File: config.mk
export PLATFORM = sky130hd
export DESIGN_NAME = gemm_ram
export DESIGN_NICKNAME = d
export VERILOG_FILES = /design/src/design/gemm_ram.sv
export SDC_FILE = /design/constraint.sdc
export NUM_CORES = 2
export LEC_CHECK = 0
export ABC_AREA = 0
export BUFFER_PORTS_ARGS = -buffer_cell sky130_fd_sc_hd__buf_2
export CORE_MARGIN = 10
export CORE_UTILIZATION = 50
export CTS_BUF_LIST = sky130_fd_sc_hd__clkbuf_4 sky130_fd_sc_hd__clkbuf_8
export CTS_CLUSTER_SIZE = 14
export DETAILED_ROUTE_END_ITERATION = 6
export PLACE_DENSITY = 0.63
export REMOVE_ABC_BUFFERS = 1
export SLEW_MARGIN = 30
export SYNTH_ARGS = -nofsm -noshare
export SYNTH_HDL_FRONTEND = slang
export SYNTH_SLANG_ARGS = --single-unit
File: constraint.sdc
create_clock -name clock -period 3 [get_ports clock]
set_input_delay 0.15 -clock clock [delete_from_list [all_inputs] [get_ports clock]]
set_output_delay 0.15 -clock clock [all_outputs]
set_load 0.03 [all_outputs]
File: src/design/gemm_ram.sv
// Generic single-port-write, single-port-read RAM with registered read data.
// Used for the matrix stores of general_matrix_multiply; no dependencies.
module gemm_ram #(
   parameter int WIDTH  = 16,
   parameter int DEPTH  = 256,
   parameter int ADDR_W = (DEPTH > 1) ? $clog2(DEPTH) : 1
) (
   input  logic              clock,
   input  logic              wr_en,
   input  logic [ADDR_W-1:0] wr_addr,
   input  logic [WIDTH-1:0]  wr_data,
   input  logic              rd_en,
   input  logic [ADDR_W-1:0] rd_addr,
   output logic [WIDTH-1:0]  rd_data_ff
);

   logic [WIDTH-1:0] mem [DEPTH];

   always_ff @(posedge clock) begin
      if (wr_en) begin
         mem[wr_addr] <= wr_data;
      end
      if (rd_en) begin
         rd_data_ff <= mem[rd_addr];
      end
   end

endmodule
# [Word-level counts from Yosys, hierarchy flattened]
# Memory sizes are Yosys's and may differ from the RTL's. A register that Yosys moved wholly into a read port is not among the register bits.
# Cells that the tools add are included.
[op_classes] mux=2
[ops] operator="$mux 1" count=2
[word_totals] wordCells=3 regBits=0 out_inout_bits=16 mem_count=1 input_bits=35 ram_bits=4096
[mem_list] memory="mem" words=256 width=16 read_ports=1 rd_clocked_by_memory_dff=1 wr=1 line="17" text="logic [WIDTH-1:0] mem [DEPTH];"

# [Longest topological paths before layout]
[logic_depth] ltp_word=2 depth_mapped=12

# [Least setup slack after synthesis]
# No wires, ideal clock.
[synth_path] path_type="in2reg" from="input rd_addr[0]" to="register rd_data_ff[4] (read register of mem) (data pin)" stages=8 required_ns=2.735 t_arrival_ns=2.134 path_slack_ns=0.601 path_cell_list="buf_6 buf_6 buf_2 mux4_2 mux4_2 a22o_1 o32ai_2 nor4_2"
[synth_lines] element="start, declared" line="13" text="input logic [ADDR_W-1:0] rd_addr,"
[synth_lines] element="end, declared" line="14" text="output logic [WIDTH-1:0] rd_data_ff"

==> run metrics <==
Buf/Inv on CP=2; most used cell, CP=buf_4; worst hold path class=in2reg; IO Pins=just over 50; clk root buf=clkbuf_8; met1 Track Usage GR=about a third; CP max stage delay=around 0.75 ns; 1st-pass router iterations=6; dominant synthesized flop cell=edfxtp_1; clk buf depth=4; number of buffers created by CTS=roughly 660; Crit path required time=approximately 4 ns; detailed-route DRC error count=0; setup bufs post-CTS=0; skew final=slightly below 0.09 ns; Register Area=between 100,000 and 150,000 sq um; Top Usage Layer GRT=met2; Leak=59.6 nW; clock latency on the worst-skew pair=1.22 ns; area delta synth->final=15.4%; ratio of cells with drive above 1 in the final layout=32.1%; nets=around 8,600; Worst setup EP type=flip-flop; critical path arrival=slightly below 4 ns; GRT Total Usage=24.7%; Pwr Density=between 600 and 700 nW/um^2; Crit Path Class=reg2reg; initial antenna violation count=36; number of enable flip-flop cells after synthesis=4,112; post-synth cell types=51; reg2reg end=rd_data_ff[10]$_DFFE_PP_; Final period util=about 99%; die area=about 340,000 sq um; placeable core region=approximately 320,000 sq um; Fill cells=about 23,000; Slew Viols, Final=0; worst hold margin=between 0.07 and 0.08 ns; cell area after synthesis=about 160,000 sq um; Slew Limit Headroom=between 30% and 40%; main area contributors after synthesis=edfxtp_1 78%, mux4_2 11%, mux2i_1 3.6%, o221ai_1 1.4%, nor2_1 0.72%; worst r2r src=mem[3][10]$_DFFE_PP_; GPL Wtd Cong=about 0.9; global-route wire length before repair=approximately 610,000 um; Slew @ Worst Pin=~1 ns; CP delay by family, top=compound AO/OA/AOI/OAI gates; die height=just under 600 um; largest net degree at the start of global routing=approximately 120; area share of the largest cell type after synthesis=between 70% and 80%; Pwr Total=about 120 mW; Worst Setup EP=rd_data_ff[10]$_DFFE_PP_; multi-input logic area=approximately 33,000 sq um; FP Rows=between 200 and 250; CTS sink cnt=between 4,000 and 5,000; R2R cell count=8; clock transition at the registers of the reported paths=approximately 0.06 ns; ys async rst share=0%; gr ovfl total=0; Cells after Synth=approximately 7,400; Vias/cell=between 6 and 7; met3 usage in global routing=6.26%; crit path max fanout=1; DR vias=between 80,000 and 90,000; type of origin of the critical path=flip-flop; flop and latch count out of synthesis=roughly 4,100; unrepaired setup endpoints after global routing=no; setup violators final=0; Worst Setup SP=mem[3][10]$_DFFE_PP_; antenna viol nets, final=0; met2 GRT Util=38.2%; Final Hold Viols=0; vias in the first global route=between 80,000 and 90,000; sequential-to-total area share from yosys stat=between 70% and 80%; worst slack at placement=-0.509 ns; dominant cell type by area after synthesis=edfxtp_1; max cap viols=0; Iter 0 DRT Violations=between 10,000 and 15,000; outcome=complete, no violations; FF-to-FF setup slack=approximately 0.045 ns; critical path depth=8; Initial Util=roughly 50%; Period minus WS final=2.96 ns; syn_area_per_cell=roughly 22 sq um; routed len/inst=about 32 um; Critical-path top delay cell=o32ai_2; Synthesis Warnings=0; Post-Route WL=429,000 um; Post-DP HPWL=around 260,000 um; FMAX=0.338 GHz; setup ws final=about 0.045 ns; PortBufs=50; cells along the critical path=mux4_2 -> mux2_2 -> a22oi_1 -> buf_4 -> nand2_1 -> o32ai_2 -> buf_4 -> nor4_1; TritonCTS clock tree=done; H-tree lvl count=6; width of the die=584 um; setup TNS=0 ns; maximum vdd drop=approximately 0.00049 V
[registers in the layout, summed over array words and instances (netlist names)]
name        count
mem          4096
rd_data_ff     16
[what timing repair did]
action	in CTS	in global routing
endpoints found under the hold margin	6678	56
hold buffers	46	3
gates resized for setup	0	0
[worst min-delay path by stage]
stage                      startpoint               endpoint  slack [ns]  cells past startpoint
after detailed placement   wr_data[8]  mem[244][8]$_DFFE_PP_        0.58                      1
final                      wr_data[1]  mem[158][1]$_DFFE_PP_        0.07                      2
after CTS                 wr_data[10]   mem[8][10]$_DFFE_PP_       0.003                      2
after global routing       wr_data[6]  mem[112][6]$_DFFE_PP_        0.05                      2
after floorplan            wr_data[0]    mem[0][0]$_DFFE_PP_        0.25                      0
after global placement     wr_data[8]  mem[244][8]$_DFFE_PP_        0.57                      1
[area by class of cell]
class                   count  area share (%)
diodes                     15          0.0205
inverters                   4          0.0150
flip-flops and latches   4112            67.3
clock buffers             892            5.91
clock inverters           268           0.939
multi-input cells        2792            18.0
repair buffers            961            4.97
well taps                4160            2.84
[metrics by stage]
| step | instance area [sq um] | util, % | std cells |
|---|---|---|---|
| finish | 183000 | 58.1 | 13204 |
| global placement | 170000 | 53.9 | 11977 |
| floorplan | 156000 | - | 6908 |
| detailed placement | 170000 | 53.9 | 11977 |
| CTS | 183000 | 58.0 | 13183 |
| global route | 183000 | 58.1 | 13195 |
[where the power goes]
part	total [mW]	internal, mW	leakage [nW]	switching [mW]
combinational	6.65	2.49	16.0	4.16
clock	46.2	24.4	6.61	21.9
sequential	63.5	63.4	37.0	0.0927
total	116	90.3	59.6	26.1
[logic make-up after synthesis]
group	after synthesis	synth area share (%)
DFF	4112	77.7
buffers and inverters	456	1.69
muxes	1450	15.5
AOI/OAI and AO/OA	786	3.53
and+or+nand+nor	556	1.57
[synth_stat cells, types with 4 or more instances]
cell	count
a221oi_1	28
a22oi_1	43
o21ai_0	37
buf_8	11
buf_4	26
mux2_2	88
buf_6	77
buf_2	76
o22ai_1	148
nand3_1	35
edfxtp_1	4112
mux2i_1	565
o32ai_1	20
nor2b_1	9
nor2_1	304
nand4_1	26
a2111oi_0	6
clkbuf_1	230
nor3_1	92
mux4_2	797
and3_1	11
a22o_1	32
a21oi_1	175
o221ai_1	252
buf_12	5
o31ai_1	16
nand2_1	38
a211oi_1	18
buf_1	27
nor4_1	17
or2_2	4
a31oi_1	6
[cells in the final DEF (no fill, tap or decap), types with 47 or more instances in the layout]
master	n
edfxtp_1	4112
mux4_2	797
buf_4	734
clkbuf_8	662
mux2i_1	565
o221ai_1	252
nor2_1	243
clkbuf_4	231
a21oi_1	175
clkinv_1	154
o22ai_1	148
buf_12	129
mux2_2	88
nor3_1	88
nor2_2	60
clkinv_2	47
[layer usage]
metal | share of wire [%] | vias up
li1 | - | 33763
met1 | 39 | 43273
met2 | 47 | 4331
met3 | 10 | 751
met4 | 3.5 | 10
met5 | 0.016 | -
(Power assumes the default switching activity.)
